### src/rtl/core/wavpcm_pkg.sv
// shared types and constants for the wav stream parser
`default_nettype none
package wavpcm_pkg;
   typedef struct packed {
      logic [7:0] in_byte;
      logic       start_of_file;
   } req_type;

   typedef struct packed {
      logic [1:0]         result_kind;
      logic signed [31:0] sample_value;
      logic [5:0]         channel_index;
      logic               is_float;
      logic [31:0]        sample_rate;
      logic [15:0]        channel_count;
      logic [7:0]         sample_bits;
   } rsp_type;

   localparam logic [1:0] KIND_SAMPLE = 2'd0;
   localparam logic [1:0] KIND_FMT_OK = 2'd1;
   localparam logic [1:0] KIND_FMT_BAD = 2'd2;
   localparam logic [1:0] KIND_NOT_WAV = 2'd3;

   localparam logic [31:0] TAG_RIFF = 32'h46464952;
   localparam logic [31:0] TAG_WAVE = 32'h45564157;
   localparam logic [31:0] TAG_FMT = 32'h20746d66;
   localparam logic [31:0] TAG_DATA = 32'h61746164;
   localparam logic [31:0] TAG_BEXT = 32'h74786562;
   localparam logic [31:0] TAG_SMPL = 32'h6c706d73;
   localparam logic [15:0] FMT_PCM = 16'h0001;
   localparam logic [15:0] FMT_FLOAT = 16'h0003;
   localparam logic [15:0] FMT_EXT = 16'hfffe;

   function automatic logic [7:0] guid_pcm(input logic [3:0] i);
      logic [127:0] g;
      g = 128'h719b3800aa000080_0010000000000001;
      return g[8*i +: 8];
   endfunction

   function automatic logic [7:0] guid_amb(input logic [3:0] i);
      logic [127:0] g;
      g = 128'h000000cac1c84486_11d3072100000001;
      return g[8*i +: 8];
   endfunction
endpackage
`default_nettype wire

### src/rtl/core/wav_stream_parser_pcm_unpacker.sv
// wav stream parser top: input queue, chunk/sample back end, mask register
// an accepted byte passes the input queue, and any result it yields is registered in the back end;
// one byte per cycle in steady state while rsp_ready holds and no divide is running.
// a format report stalls the stream at the report byte while the shared serial divider
// derives frame bytes and then bits per sample. the two-entry input queue takes up to
// two bytes while the back end waits on the divider or on rsp_ready. synchronous
// active-high reset clears parser state, the queue and sets the channel mask to all ones.
`default_nettype none
module wav_stream_parser_pcm_unpacker #(
   parameter int MAX_CHANNELS = 64
) (
   input  wire logic                clock,
   input  wire logic                reset,
   input  wire logic                req_valid,
   output logic                     req_ready,
   input  wire wavpcm_pkg::req_type req_data,
   output logic                     rsp_valid,
   input  wire logic                rsp_ready,
   output wavpcm_pkg::rsp_type      rsp_data,
   input  wire logic                csr_we,
   input  wire logic [63:0]         csr_wdata
);
   logic [63:0] mask_ff;
   logic        q_full, q_empty, q_pop;
   wavpcm_pkg::req_type q_data;

   always_ff @(posedge clock) begin
      if (reset) mask_ff <= '1;
      else if (csr_we) mask_ff <= csr_wdata;
   end

   assign req_ready = !q_full;

   wavpcm_fifo u_fifo (
      .clock    (clock),
      .reset    (reset),
      .push     (req_valid && !q_full),
      .push_data(req_data),
      .full     (q_full),
      .pop      (q_pop),
      .pop_data (q_data),
      .empty    (q_empty)
   );

   wavpcm_back #(.MAX_CHANNELS(MAX_CHANNELS)) u_back (
      .clock     (clock),
      .reset     (reset),
      .chan_mask (mask_ff),
      .item      (q_data),
      .item_valid(!q_empty),
      .item_pop  (q_pop),
      .rsp_data  (rsp_data),
      .rsp_valid (rsp_valid),
      .rsp_ready (rsp_ready)
   );
endmodule
`default_nettype wire

### src/rtl/core/wavpcm_fifo.sv
// short queue of accepted input bytes between front and back
`default_nettype none
module wavpcm_fifo (
   input  wire logic                clock,
   input  wire logic                reset,
   input  wire logic                push,
   input  wire wavpcm_pkg::req_type push_data,
   output logic                     full,
   input  wire logic                pop,
   output wavpcm_pkg::req_type      pop_data,
   output logic                     empty
);
   wavpcm_pkg::req_type mem_ff [2];
   logic       wp_ff, rp_ff;
   logic [1:0] cnt_ff;

   assign full = (cnt_ff == 2'd2);
   assign empty = (cnt_ff == 2'd0);
   assign pop_data = mem_ff[rp_ff];

   always_ff @(posedge clock) begin
      if (push) begin
         mem_ff[wp_ff] <= push_data;
      end
   end

   always_ff @(posedge clock) begin
      if (reset) begin
         wp_ff <= 1'b0;
         rp_ff <= 1'b0;
         cnt_ff <= 2'd0;
      end else begin
         if (push) wp_ff <= ~wp_ff;
         if (pop) rp_ff <= ~rp_ff;
         cnt_ff <= cnt_ff + {1'b0, push} - {1'b0, pop};
      end
   end
endmodule
`default_nettype wire

### src/rtl/core/wavpcm_div.sv
// shared radix-2 restoring divider, 35-bit dividend by 32-bit divisor
`default_nettype none
module wavpcm_div (
   input  wire logic        clock,
   input  wire logic        reset,
   input  wire logic        start,
   input  wire logic [34:0] dividend,
   input  wire logic [31:0] divisor,
   output logic             busy,
   output logic [34:0]      quotient
);
   logic [5:0]  cnt_ff;
   logic [34:0] quo_ff;
   logic [32:0] rem_ff;
   logic [31:0] dvs_ff;
   logic [33:0] trial;

   assign busy = (cnt_ff != 6'd0);
   assign quotient = quo_ff;
   assign trial = {rem_ff, quo_ff[34]} - {2'b00, dvs_ff};

   always_ff @(posedge clock) begin
      if (reset) begin
         cnt_ff <= 6'd0;
      end else if (start) begin
         cnt_ff <= 6'd35;
      end else if (busy) begin
         cnt_ff <= cnt_ff - 6'd1;
      end
   end

   always_ff @(posedge clock) begin
      if (start) begin
         quo_ff <= dividend;
         rem_ff <= 33'd0;
         dvs_ff <= divisor;
      end else if (busy) begin
         if (!trial[33]) begin
            rem_ff <= trial[32:0];
            quo_ff <= {quo_ff[33:0], 1'b1};
         end else begin
            rem_ff <= {rem_ff[31:0], quo_ff[34]};
            quo_ff <= {quo_ff[33:0], 1'b0};
         end
      end
   end
endmodule
`default_nettype wire

### src/rtl/core/wavpcm_back.sv
// back end: chunk walk, format decode and sample unpacking
`default_nettype none
module wavpcm_back #(
   parameter int MAX_CHANNELS = 64
) (
   input  wire logic                clock,
   input  wire logic                reset,
   input  wire logic [63:0]         chan_mask,
   input  wire wavpcm_pkg::req_type item,
   input  wire logic                item_valid,
   output logic                     item_pop,
   output wavpcm_pkg::rsp_type      rsp_data,
   output logic                     rsp_valid,
   input  wire logic                rsp_ready
);
   localparam logic [3:0] PH_RIFF = 4'd0;
   localparam logic [3:0] PH_RLEN = 4'd1;
   localparam logic [3:0] PH_WAVE = 4'd2;
   localparam logic [3:0] PH_CHDR = 4'd3;
   localparam logic [3:0] PH_FMT = 4'd4;
   localparam logic [3:0] PH_SKIP = 4'd5;
   localparam logic [3:0] PH_DATA = 4'd6;
   localparam logic [3:0] PH_PAD = 4'd7;
   localparam logic [3:0] PH_DONE = 4'd8;
   localparam logic [3:0] PH_DIV1 = 4'd9;
   localparam logic [3:0] PH_DIV2 = 4'd10;

   logic [3:0]  phase_ff, phase_in;
   logic [5:0]  bcnt_ff, bcnt_in;
   logic [31:0] riff_ff, riff_in;
   logic [32:0] crem_ff, crem_in;
   logic [63:0] shift_ff, shift_in;
   logic [31:0] fbytes_ff, fbytes_in;
   logic [31:0] bps_ff, bps_in;
   logic        fvalid_ff, fvalid_in;
   logic [31:0] asm_ff, asm_in;
   logic [15:0] chan_ff, chan_in;
   logic [31:0] dcnt_ff, dcnt_in;
   logic [2:0]  sbyte_ff, sbyte_in;
   logic        pad_ff, pad_in;
   logic        whole_ff, whole_in;
   logic        extw_ff, extw_in;
   logic        gpcm_ff, gpcm_in;
   logic        gamb_ff, gamb_in;
   logic        flt_ff, flt_in;
   logic        tagok_ff, tagok_in;
   logic        end_ff, end_in;
   logic [15:0] ftag_ff, ftag_in;
   logic [15:0] fch_ff, fch_in;
   logic [31:0] frate_ff, frate_in;
   logic [31:0] fbps_ff, fbps_in;
   logic        rv_ff, rv_in;
   wavpcm_pkg::rsp_type rd_ff, rd_in;

   logic        div_start, div_busy;
   logic [34:0] div_dvd, div_q;
   logic [31:0] div_dvs;

   wavpcm_div u_div (
      .clock   (clock),
      .reset   (reset),
      .start   (div_start),
      .dividend(div_dvd),
      .divisor (div_dvs),
      .busy    (div_busy),
      .quotient(div_q)
   );

   assign rsp_data = rd_ff;
   assign rsp_valid = rv_ff;

   logic        can_work;
   logic [63:0] sh;
   logic [31:0] l32;
   logic [5:0]  off;
   logic [32:0] crem_dec;
   logic [31:0] sbits;
   logic [2:0]  sb;
   logic [33:0] area;
   logic [31:0] v;
   logic [31:0] asm_new;
   logic [2:0]  sbyte_new;
   logic [31:0] dcnt_new;
   logic [7:0]  b;
   logic [3:0]  gidx;
   logic        emit;
   logic [1:0]  ekind;
   logic [31:0] eval;
   logic [5:0]  ech;
   logic        after_end;
   logic        bits_ok;

   always_comb begin
      phase_in = phase_ff; bcnt_in = bcnt_ff; riff_in = riff_ff; crem_in = crem_ff;
      shift_in = shift_ff; fbytes_in = fbytes_ff; bps_in = bps_ff; fvalid_in = fvalid_ff;
      asm_in = asm_ff; chan_in = chan_ff; dcnt_in = dcnt_ff; sbyte_in = sbyte_ff;
      pad_in = pad_ff; whole_in = whole_ff; extw_in = extw_ff; gpcm_in = gpcm_ff;
      gamb_in = gamb_ff; flt_in = flt_ff; tagok_in = tagok_ff; end_in = end_ff;
      ftag_in = ftag_ff; fch_in = fch_ff; frate_in = frate_ff; fbps_in = fbps_ff;
      rv_in = rv_ff; rd_in = rd_ff;
      item_pop = 1'b0; div_start = 1'b0; div_dvd = 35'd0; div_dvs = 32'd0;
      emit = 1'b0; ekind = wavpcm_pkg::KIND_SAMPLE; eval = 32'd0; ech = 6'd0;
      after_end = 1'b0;
      b = item.in_byte;
      sh = {b, shift_ff[63:8]};
      l32 = sh[63:32];
      off = bcnt_ff;
      crem_dec = crem_ff - 33'd1;
      sbits = bps_ff;
      sb = sbits[5:3];
      area = {2'b00, fch_ff} * {29'd0, sb};
      v = 32'd0; asm_new = asm_ff; sbyte_new = sbyte_ff; dcnt_new = dcnt_ff;
      gidx = 4'(off - 6'd24);
      bits_ok = (sbits == 32'd8) || (sbits == 32'd16) || (sbits == 32'd24)
         || (sbits == 32'd32);
      if (rv_ff && rsp_ready) rv_in = 1'b0;
      can_work = !rv_ff || rsp_ready;

      if (phase_ff == PH_DIV1) begin
         // frame bytes = bytes/sec over rate
         if (!div_busy) begin
            fbytes_in = (frate_ff == 32'd0) ? 32'd0 : div_q[31:0];
            div_start = 1'b1;
            div_dvd = {(frate_ff == 32'd0) ? 32'd0 : div_q[31:0], 3'b000};
            div_dvs = (fch_ff == 16'd0) ? 32'd1 : {16'd0, fch_ff};
            phase_in = PH_DIV2;
         end
      end else if (phase_ff == PH_DIV2) begin
         if (!div_busy && can_work) begin
            bps_in = (fch_ff == 16'd0) ? 32'd0 :
               ((div_q[34:32] != 3'd0) ? 32'hffffffff : div_q[31:0]);
            flt_in = (ftag_ff == wavpcm_pkg::FMT_FLOAT);
            fvalid_in = tagok_ff && (fbytes_ff != 32'd0) && (fch_ff != 16'd0);
            rv_in = 1'b1;
            rd_in.result_kind = fvalid_in ? wavpcm_pkg::KIND_FMT_OK
               : wavpcm_pkg::KIND_FMT_BAD;
            rd_in.sample_value = 32'sd0;
            rd_in.channel_index = 6'd0;
            rd_in.is_float = flt_in;
            rd_in.sample_rate = frate_ff;
            rd_in.channel_count = fch_ff;
            rd_in.sample_bits = (bps_in > 32'd255) ? 8'd255 : bps_in[7:0];
            if (end_ff) begin
               phase_in = pad_ff ? PH_PAD : ((riff_ff == 32'd0) ? PH_DONE : PH_CHDR);
               bcnt_in = 6'd0;
            end else begin
               phase_in = PH_FMT;
            end
         end
      end else if (item_valid && can_work) begin
         item_pop = 1'b1;
         if (item.start_of_file) begin
            phase_in = PH_RIFF; bcnt_in = 6'd0; riff_in = 32'd0; crem_in = 33'd0;
            sh = {b, 56'd0}; l32 = {b, 24'd0};
            fbytes_in = 32'd0; bps_in = 32'd0; fvalid_in = 1'b0; asm_in = 32'd0;
            chan_in = 16'd0; dcnt_in = 32'd0; sbyte_in = 3'd0; pad_in = 1'b0;
            whole_in = 1'b0; extw_in = 1'b0; gpcm_in = 1'b0; gamb_in = 1'b0;
            flt_in = 1'b0; ftag_in = 16'd0; fch_in = 16'd0; frate_in = 32'd0;
            fbps_in = 32'd0;
            off = 6'd0;
         end
         if (item.start_of_file || phase_ff != PH_DONE) begin
            shift_in = sh;
            if (phase_in >= PH_WAVE && riff_in != 32'd0) riff_in = riff_in - 32'd1;
            unique case (phase_in)
               PH_RIFF, PH_RLEN, PH_WAVE: begin
                  bcnt_in = off + 6'd1;
                  if (off == 6'd3) begin
                     bcnt_in = 6'd0;
                     if (phase_in == PH_RLEN) begin
                        riff_in = l32;
                        phase_in = PH_WAVE;
                     end else if (l32 != ((phase_in == PH_RIFF) ? wavpcm_pkg::TAG_RIFF
                                          : wavpcm_pkg::TAG_WAVE)) begin
                        emit = 1'b1; ekind = wavpcm_pkg::KIND_NOT_WAV;
                        phase_in = PH_DONE;
                     end else if (phase_in == PH_RIFF) begin
                        phase_in = PH_RLEN;
                     end else begin
                        phase_in = (riff_in == 32'd0) ? PH_DONE : PH_CHDR;
                     end
                  end
               end
               PH_CHDR: begin
                  bcnt_in = off + 6'd1;
                  if (off == 6'd7) begin
                     bcnt_in = 6'd0;
                     crem_in = {1'b0, l32};
                     pad_in = l32[0];
                     after_end = (l32 == 32'd0);
                     if (sh[31:0] == wavpcm_pkg::TAG_FMT) begin
                        if (l32 < 32'd16) begin
                           ftag_in = 16'd0; fch_in = 16'd0; frate_in = 32'd0;
                           fbps_in = 32'd0; fbytes_in = 32'd0; bps_in = 32'd0;
                           fvalid_in = 1'b0; flt_in = 1'b0;
                           emit = 1'b1; ekind = wavpcm_pkg::KIND_FMT_BAD;
                           phase_in = PH_SKIP;
                        end else begin
                           extw_in = 1'b0;
                           phase_in = PH_FMT;
                        end
                     end else if (sh[31:0] == wavpcm_pkg::TAG_DATA) begin
                        sbyte_in = 3'd0; chan_in = 16'd0; asm_in = 32'd0;
                        whole_in = 1'b0; dcnt_in = 32'd0;
                        phase_in = PH_DATA;
                     end else if (sh[31:0] == wavpcm_pkg::TAG_BEXT
                                  || sh[31:0] == wavpcm_pkg::TAG_SMPL) begin
                        phase_in = PH_SKIP;
                     end else if (l32 == 32'd0) begin
                        phase_in = PH_DONE;
                        after_end = 1'b0;
                     end else begin
                        phase_in = PH_SKIP;
                     end
                  end
               end
               PH_FMT: begin
                  crem_in = crem_dec;
                  if (off < 6'd40) bcnt_in = off + 6'd1;
                  after_end = (crem_dec == 33'd0);
                  end_in = after_end;
                  if (off == 6'd1) ftag_in = sh[63:48];
                  else if (off == 6'd3) fch_in = sh[63:48];
                  else if (off == 6'd7) frate_in = l32;
                  else if (off == 6'd11) begin
                     fbps_in = l32;
                     if (ftag_ff == wavpcm_pkg::FMT_EXT && crem_dec >= 33'd28) begin
                        extw_in = 1'b1; gpcm_in = 1'b1; gamb_in = 1'b1;
                     end else begin
                        tagok_in = (ftag_ff == wavpcm_pkg::FMT_PCM)
                           || (ftag_ff == wavpcm_pkg::FMT_FLOAT);
                        div_start = 1'b1; div_dvd = {3'b000, l32}; div_dvs = frate_ff;
                        phase_in = PH_DIV1; after_end = 1'b0;
                     end
                  end else if (extw_ff && off >= 6'd24 && off <= 6'd39) begin
                     if (b != wavpcm_pkg::guid_pcm(gidx)) gpcm_in = 1'b0;
                     if (b != wavpcm_pkg::guid_amb(gidx)) gamb_in = 1'b0;
                     if (off == 6'd39) begin
                        extw_in = 1'b0;
                        tagok_in = gpcm_in || gamb_in;
                        div_start = 1'b1; div_dvd = {3'b000, fbps_ff}; div_dvs = frate_ff;
                        phase_in = PH_DIV1; after_end = 1'b0;
                     end
                  end
               end
               PH_SKIP: begin
                  crem_in = crem_dec;
                  after_end = (crem_dec == 33'd0);
               end
               PH_DATA: begin
                  crem_in = crem_dec;
                  after_end = (crem_dec == 33'd0);
                  if (fvalid_ff && bits_ok) begin
                     whole_in = whole_ff;
                     if (dcnt_ff == 32'd0) begin
                        whole_in = (crem_ff >= {1'b0, fbytes_ff});
                        chan_in = 16'd0; sbyte_new = 3'd0; asm_new = 32'd0;
                     end
                     if (whole_in && {2'b00, dcnt_ff} < area) begin
                        asm_new = asm_new | ({24'd0, b} << {sbyte_new[1:0], 3'b000});
                        sbyte_new = sbyte_new + 3'd1;
                        if (sbyte_new == sb) begin
                           unique case (sb)
                              3'd1: v = {asm_new[7:0] ^ 8'h80, 24'd0};
                              3'd2: v = {asm_new[15:0], 16'd0};
                              3'd3: v = {asm_new[23:0], 8'd0};
                              default: v = asm_new;
                           endcase
                           if (chan_in < 16'(MAX_CHANNELS) && chan_mask[chan_in[5:0]]) begin
                              emit = 1'b1; ekind = wavpcm_pkg::KIND_SAMPLE;
                              eval = v; ech = chan_in[5:0];
                           end
                           chan_in = chan_in + 16'd1;
                           sbyte_new = 3'd0; asm_new = 32'd0;
                        end
                     end
                     asm_in = asm_new; sbyte_in = sbyte_new;
                     dcnt_new = dcnt_ff + 32'd1;
                     dcnt_in = (dcnt_new >= fbytes_ff) ? 32'd0 : dcnt_new;
                  end
               end
               PH_PAD: begin
                  bcnt_in = 6'd0;
                  phase_in = (riff_in == 32'd0) ? PH_DONE : PH_CHDR;
               end
               default: begin
               end
            endcase
            if (after_end) begin
               bcnt_in = 6'd0;
               phase_in = pad_in ? PH_PAD : ((riff_in == 32'd0) ? PH_DONE : PH_CHDR);
            end
            if (emit) begin
               rv_in = 1'b1;
               rd_in.result_kind = ekind;
               rd_in.sample_value = eval;
               rd_in.channel_index = ech;
               rd_in.is_float = (ekind == wavpcm_pkg::KIND_NOT_WAV) ? 1'b0 : flt_in;
               rd_in.sample_rate = frate_in;
               rd_in.channel_count = fch_in;
               rd_in.sample_bits = (bps_in > 32'd255) ? 8'd255 : bps_in[7:0];
            end
         end
      end
   end

   always_ff @(posedge clock) begin
      if (reset) begin
         phase_ff <= PH_RIFF; bcnt_ff <= 6'd0; riff_ff <= 32'd0; crem_ff <= 33'd0;
         shift_ff <= 64'd0; fbytes_ff <= 32'd0; bps_ff <= 32'd0; fvalid_ff <= 1'b0;
         asm_ff <= 32'd0; chan_ff <= 16'd0; dcnt_ff <= 32'd0; sbyte_ff <= 3'd0;
         pad_ff <= 1'b0; whole_ff <= 1'b0; extw_ff <= 1'b0; gpcm_ff <= 1'b0;
         gamb_ff <= 1'b0; flt_ff <= 1'b0; tagok_ff <= 1'b0; end_ff <= 1'b0;
         ftag_ff <= 16'd0; fch_ff <= 16'd0; frate_ff <= 32'd0; fbps_ff <= 32'd0;
         rv_ff <= 1'b0;
      end else begin
         phase_ff <= phase_in; bcnt_ff <= bcnt_in; riff_ff <= riff_in; crem_ff <= crem_in;
         shift_ff <= shift_in; fbytes_ff <= fbytes_in; bps_ff <= bps_in;
         fvalid_ff <= fvalid_in; asm_ff <= asm_in; chan_ff <= chan_in; dcnt_ff <= dcnt_in;
         sbyte_ff <= sbyte_in; pad_ff <= pad_in; whole_ff <= whole_in; extw_ff <= extw_in;
         gpcm_ff <= gpcm_in; gamb_ff <= gamb_in; flt_ff <= flt_in; tagok_ff <= tagok_in;
         end_ff <= end_in; ftag_ff <= ftag_in; fch_ff <= fch_in; frate_ff <= frate_in;
         fbps_ff <= fbps_in; rv_ff <= rv_in;
      end
      rd_ff <= rd_in;
   end
endmodule
`default_nettype wire
### config.mk
export PLATFORM = sky130hd
export DESIGN_NAME = wav_stream_parser_pcm_unpacker
export DESIGN_NICKNAME = d
export VERILOG_FILES = /design/src/rtl/core/wavpcm_pkg.sv /design/src/rtl/core/wav_stream_parser_pcm_unpacker.sv /design/src/rtl/core/wavpcm_fifo.sv /design/src/rtl/core/wavpcm_div.sv /design/src/rtl/core/wavpcm_back.sv
export SDC_FILE = /design/constraint.sdc
export NUM_CORES = 2
export LEC_CHECK = 0
export ABC_AREA = 1
export BUFFER_PORTS_ARGS = -buffer_cell sky130_fd_sc_hd__buf_2
export CORE_MARGIN = 2
export CORE_UTILIZATION = 45
export DETAILED_ROUTE_END_ITERATION = 8
export PLACE_DENSITY = 0.62
export SLEW_MARGIN = 5
export SYNTH_ARGS = -nofsm -noshare
export SYNTH_HDL_FRONTEND = slang
export SYNTH_SLANG_ARGS = --single-unit
export TNS_END_PERCENT = 20
### constraint.sdc
create_clock -name clock -period 24.2 [get_ports clock]
set_input_delay 1.21 -clock clock [delete_from_list [all_inputs] [get_ports clock]]
set_output_delay 1.21 -clock clock [all_outputs]
set_load 0.02 [all_outputs]
## Word level (Yosys, flattened, before mapping)

Memory sizes are Yosys's and may differ from the RTL's. A register that Yosys moved wholly into a read port is not among the register bits.
Cells that the tools add are included.

- Input port bits: 78
- Memory bits (read-only): 0
- Register bits: 663
- RAM bits: 18
- Memories kept: 1
- Bits in latches: 0

Memory list:

| name | depth | bits a word | rd ports | clocked after memory_dff | write ports | line | text |
|---|---|---|---|---|---|---|---|
| u_fifo.mem_ff | 2 | 9 | 1 | 1 | 1 | wavpcm_fifo.sv:13 | `wavpcm_pkg::req_type mem_ff [2];` |

- $add $sub $neg: 11
- Reductions and logical operators: 61
- Equal/unequal tests: 41
- $mul: 1
- Magnitude comparators: 13
- Muxes and demuxes: 416
- Div/mod/pow operators: 0
- Bitwise logic cells: 9
- Shifts and indexed selects: 3

Operators with widths:

| kind | count |
|---|---|
| 2-to-1 mux 32 bit | 105 |
| 2-to-1 mux 97 bit | 5 |
| 2-to-1 mux 16 bit | 29 |
| 2-to-1 mux 35 bit | 13 |
| case mux 32 bit (2 select lines) | 4 |
| indexed part select 128 x 8 -> 8 bit (first input constant) | 2 |
| zero test 32 bit | 6 |
| 2-to-1 mux 64 bit | 3 |
| 2-to-1 mux 1 bit | 155 |
| 2-to-1 mux 33 bit | 4 |
| 2-to-1 mux 4 bit | 33 |
| 2-to-1 mux 6 bit | 20 |
| equality test 32 x 31 -> 1 bit (second input constant) | 3 |
| case mux 16 bit (2 select lines) | 3 |
| case mux 32 bit (3 select lines) | 1 |
| case mux 33 bit (2 select lines) | 1 |
| equality test 32 x 5 -> 1 bit (second input constant) | 2 |
| > comparator 32 x 8 -> 1 bit (second input constant) | 2 |
| nonzero test 32 bit | 2 |
| 2-to-1 mux 56 bit | 1 |
| 2-to-1 mux 3 bit | 15 |
| subtractor 34 x 32 -> 34 bit | 1 |
| greater-or-equal comparator 33 x 32 -> 1 bit | 1 |
| greater-or-equal comparator 33 x 5 -> 1 bit (second input constant) | 1 |
| other kinds (76) | 143 |

## Longest topological paths before layout

- Depth in word-level cells: 29
- Gate-level depth with buffers: 34

## Cells and area by module

Synthesis repeated with hierarchy kept, for this count alone.

- Cells, all modules: 6903
- Area, all modules: 45625.0 µm²

Modules (own cells, without submodules):

| module | area each (µm²) | cells an instance | instances |
|---|---|---|---|
| wavpcm_back | 35440.2 | 5537 | 1 |
| wavpcm_div | 7019.2 | 1026 | 1 |
| wav_stream_parser_pcm_unpacker | 2254.7 | 281 | 1 |
| wavpcm_fifo | 910.9 | 59 | 1 |

## Least setup slack after synthesis

No wires, ideal clock.

- Kind: flip-flop to flip-flop
- From: register u_back.bps_ff[5]
- To: register u_back.rd_ff (netlist bit u_back.rsp_data[0]) (enable)
- Clock period less this slack: 7610 ps
- Path buffers: 2
- Slack: 16590 ps
- Cell stages (with the launch flop): 33
- Data arrival time: 7160 ps
- Cell sequence: dfxtp_1 clkbuf_1 buf_1 nand2_1 fa_1 inv_1 ha_1 inv_1 nor3_1 nand2_1 nand2_1 a21oi_1 o21bai_1 a21oi_1 o21bai_1 a21oi_1 o21bai_1 nand2_1 nand2_1 a21oi_1 xor2_1 ha_1 a21oi_1 o21ai_0 nor4_1 nand4_1 nor2_4 nand4_1 nand2_1 nand2_1 nand2_1 nand2_1 inv_1

- Word-level cells in the longest chain between the ends: 13
- Elaborated cells between the ends (all ways): 22
- Those cells by class: 1 x mul; 1 x order compare; 5 x eq/ne; 8 x mux; 7 x reduce/logical

RTL lines:

| item | line | text |
|---|---|---|
| start, declared | wavpcm_back.sv:34 | `logic [31:0] bps_ff, bps_in;` |
| start signal, assigned | wavpcm_back.sv:318 | `shift_ff <= shift_in; fbytes_ff <= fbytes_in; bps_ff <= bps_in;` |
| branches (longest 5 deep; another with < comparator 32 x 19 -> 1 bit) | -- |  |
| 2-to-1 mux 1 bit (*) | wavpcm_back.sv:253 | `if (fvalid_ff && bits_ok) begin` |
| case mux 1 bit (3 select lines) (*) | wavpcm_back.sv:165 | `unique case (phase_in)` |
| 2-to-1 mux 1 bit (*) | wavpcm_back.sv:162 | `if (item.start_of_file \|\| phase_ff != PH_DONE) begin` |
| 2-to-1 mux 1 bit (*) | wavpcm_back.sv:150 | `end else if (item_valid && can_work) begin` |
| 2-to-1 mux 1 bit (*) | wavpcm_back.sv:128 | `end else if (phase_ff == PH_DIV2) begin` |
| 2-to-1 mux 1 bit (*) | wavpcm_back.sv:119 | `if (phase_ff == PH_DIV1) begin` |
| nonzero test 2 bit (no line) (*) | -- |  |
| AND reduction 5 bit (no line) (*) | -- |  |
| end signal, assigned | wavpcm_back.sv:325 | `rd_ff <= rd_in;` |
| end, declared | wavpcm_back.sv:53 | `wavpcm_pkg::rsp_type rd_ff, rd_in;` |

Every way passes the cells marked *. The select of a mux whose other input is x is not followed.
A chain may end at the register's enable or synchronous reset.

## Worst setup path in the final report

- From: register u_back.bps_ff[5]
- To: register u_back.rd_ff (netlist bit u_back.rsp_data[33]) (enable)

The elaborated chain is that of the path after synthesis.

==> impl_summary.txt <==
----------------------------------------------------
[Timing]
  Period utilisation layout ... 0.329
  Hold slack ... roughly 0.45 ns
  Final number of max-transition violations ... 0
  Min Tclk post-route ... between 7 and 8 ns
  Maximum clock frequency ... 125 MHz
  Final clock skew ... 0.0265 ns
  Final-layout setup total negative slack ... 0 ns
  Final Hold Vio Count ... 0
  Unrepaired setup endpoints after global routing ... false
  Tightest slew margin relative to the limit ... 0.0781
  Setup violators final ... 0
  Tightest Pin Transition ... 1.38 ns

[Yosys]
  Post-synthesis net count ... 7244
  Yosys top cell by area ... dfxtp_1
  FF+latch count, synth ... 674
  Number of warning messages in the yosys log ... 0
  Number of synthesized flops with an enable pin ... 182
  Cell Area, Synth ... 46300 um2
  Largest cells by area after synthesis ... dfxtp_1 (21%), nand2_1 (13%), edfxtp_1 (12%)
  Primary flip-flop cell chosen by synthesis mapping ... dfxtp_1
  Async set-or-reset flop fraction in the synthesized netlist ... 0
  Number of distinct library cells after synthesis ... 67
  Cell count after synthesis ... 6999
  Avg Synthesized Cell Area ... 6.61 um2
  Portion of the post-synthesis area used by sequential elements ... 0.331
  Area share of the largest cell type after synthesis ... 0.213

[Critical path]
  Arrival @ worst endpoint ... 8.27 ns
  Crit-path most repeated cell ... nand2_1
  Critical path class ... flop to flop
  Kind of end point of the critical path ... flop
  CP required ... between 20 and 25 ns
  Critical path peak fanout ... 53
  Worst setup SP type ... flop
  Critical path's slowest cell ... dfxtp_1
  Largest stage delay on the critical path ... 0.82 ns

[Routing]
  Routed wire length ... roughly 170000 um
  Average wire length per cell after detail routing ... ~21 um
  Average via count per standard cell ... 5.86
  Total vias in the final route ... just under 50000
  DRT iter0 DRCs ... between 6000 and 7000
  Number of iterations in the first detailed-routing pass ... 6
  DRT antenna net count ... 0
  Final routed DRC violation total ... 0

[Clocking]
  Number of buffers inserted for hold repair after clock tree synthesis ... 0
  Clock network latency to the later pin of the worst-skew pair ... 0.68 ns
  CTS root buffer ... clkbuf_16
  Number of gates resized after cts ... 0
  Clock transition time at the flip-flop clock pins of the worst setup and hold paths ... 0.06 ns
  Total clock buffers created by CTS ... 82
  H-tree Lvls ... 3
  TritonCTS clock tree ... yes
  Clk sink count ... 674
  Postcts setup bufs ... 0
  Buffer depth of the longest clock path ... 3

[Placed design]
  Estimated wirelength of the detail-placed design ... 126000 um
  Input/output buffers ... 176
  Final estimated routing congestion in global placement ... 1.03

[Floorplan]
  Initial core utilization ... 0.454
  Num rows ... ~120
  Number of top-level design ports ... 177
  Width of the chip ... 325 um
  Core Area ... 102000 um2
  Floorplan die height ... approximately 320 um
  Full die area ... 105000 um2

[Global route]
  Antenna violations before repair ... 2
  Total track usage ... 0.318
  Wire length of the first global-routing pass ... around 270000 um
  Highest-utilization routing layer at the global route stage ... met2
  Global routing usage on met2 ... 0.476
  Pin count of the biggest net entering global routing ... 240
  Via count of the first global-routing pass ... roughly 44000
  Overflow left after global routing ... 0
  Fraction of met3 tracks used by global routing ... 0.0601
  GRT met1 Usage ... 0.440

[Flow run]
  Max-cap violation count ... 0

[Min path]
  Type of the worst min-delay path ... flop to flop

[Finish]
  Share of final-layout standard cells stronger than drive strength 1 ... 0.0689
  Final net count ... 7188
  Area growth from synthesis to layout ... 9.36%
  Post-layout util ... 0.497

[Status]
  Result of the run ... complete, no violations

[Power]
  Total chip power ... 0.00720 W
  Leakage ... approximately 22 nW
  Largest vdd supply drop ... 0.183 mV
  Power Density ... 142 nW/um2

----------------------------------------------------
## path summary, 6_finish.rpt
kind	from	to	slack, ns	cells past startpoint
worst max-delay path	u_back.bps_ff[5]	u_back.rsp_data[33]	16.23	27
worst min-delay path	mask_ff[53]	mask_ff[53]	0.45	2
worst max register to register	u_back.bps_ff[5]	u_back.rsp_data[33]	16.23	27
worst min register to register	mask_ff[53]	mask_ff[53]	0.45	2
## cells in the final DEF, fill, tap and decap left out, types with 65 or more instances in the layout
cell / n
nand2_1: 1585
inv_1: 842
nor2_1: 654
o21ai_0: 654
a21oi_1: 545
dfxtp_1: 492
nand3_1: 415
edfxtp_1: 182
buf_2: 175
ha_1: 151
nand4_1: 149
a31oi_1: 103
nor3_1: 100
xor2_1: 86
clkbuf_16: 85
buf_4: 66
o21ai_1: 65
## sequential cells by signal, summed over array words and instances (netlist names), 33 cells and up, named ones only
| signal | flops |
|---|---|
| u_back.crem_ff | 33 |
| u_back.u_div.quotient | 35 |
| u_back.shift_ff | 56 |
| mask_ff | 64 |
| u_back.u_div.rem_ff | 33 |
| u_back.rsp_data | 97 |
## cell families (layout without fill, tap and decap cells)
kind of cell / Yosys count / after routing / synth area share
AOI/OAI and AO/OA: 1713 / 1713 / 0.210
xor gates and xnor gates: 113 / 113 / 0.0214
adders and majority gates: 167 / 167 / 0.0478
buffers and inverters: 1259 / 1273 / 0.107
DFF: 674 / 674 / 0.331
other: 0 / 2 / 0
and+or+nand+nor: 3073 / 3073 / 0.283
## synthesized netlist by cell type, types with 10 or more instances
cell type     n
nand2_1    1585
inv_1       847
nor2_1      662
o21ai_0     655
a21oi_1     545
dfxtp_1     492
nand3_1     415
clkbuf_1    277
edfxtp_1    182
ha_1        151
nand4_1     149
a31oi_1     103
nor3_1      100
xor2_1       87
o21ai_1      65
nor4_1       64
o211ai_1     58
o22ai_1      54
o32ai_1      53
o221ai_1     51
buf_2        45
buf_1        34
xnor2_1      26
inv_2        24
o31ai_1      23
a211oi_1     18
fa_1         16
a221oi_1     15
buf_4        14
nor2_2       14
buf_6        13
or2_2        13
o21bai_1     11
nor3_2       10
o2111ai_1    10
## metrics by stage
stage | setup slack [ns] | instances | area [um2]
floorplan | 16.59 | 6999 | 46300
global placement | 16.50 | 8227 | 47800
detailed placement | 16.38 | 8227 | 47800
CTS | 16.33 | 8381 | 50600
global route | 15.71 | 8381 | 50600
finish | 16.23 | 8383 | 50600
## metal layers
metal  routed length (um)  up-vias
li1                     -    23500
met1                75500    22900
met2                74100     2263
met3                15800      446
met4                 9420        2
met5                   19        -
## critical path, delay by kind of cell, from the launching register on
kind,cells,cell delay [ns]
AND/OR/NAND/NOR,10,2.23
buffers and inverters,3,1.27
adder cells (fa/ha/maj),3,1.32
AO/OA/AOI/OAI,11,1.85
flip-flops,1,0.82
## where the power goes
| part | internal [W] | switching [W] |
|---|---|---|
| logic | 0.00116 | 0.00284 |
| clock network | 0.000740 | 0.000541 |
| registers | 0.00156 | 0.000362 |
## cell type report
| cell class | instances | area [um2] |
|---|---|---|
| sequential | 674 | 15300 |
| timing repair buffer | 243 | 1400 |
| clock inverter | 51 | 493 |
| antenna | 2 | 5.00 |
| tap | 1368 | 1710 |
| inverter | 876 | 3300 |
| multi-input combinational | 5066 | 26100 |
| fill | 10500 | 51300 |
| clock buffer | 103 | 2250 |
(Power assumes the default switching activity.)
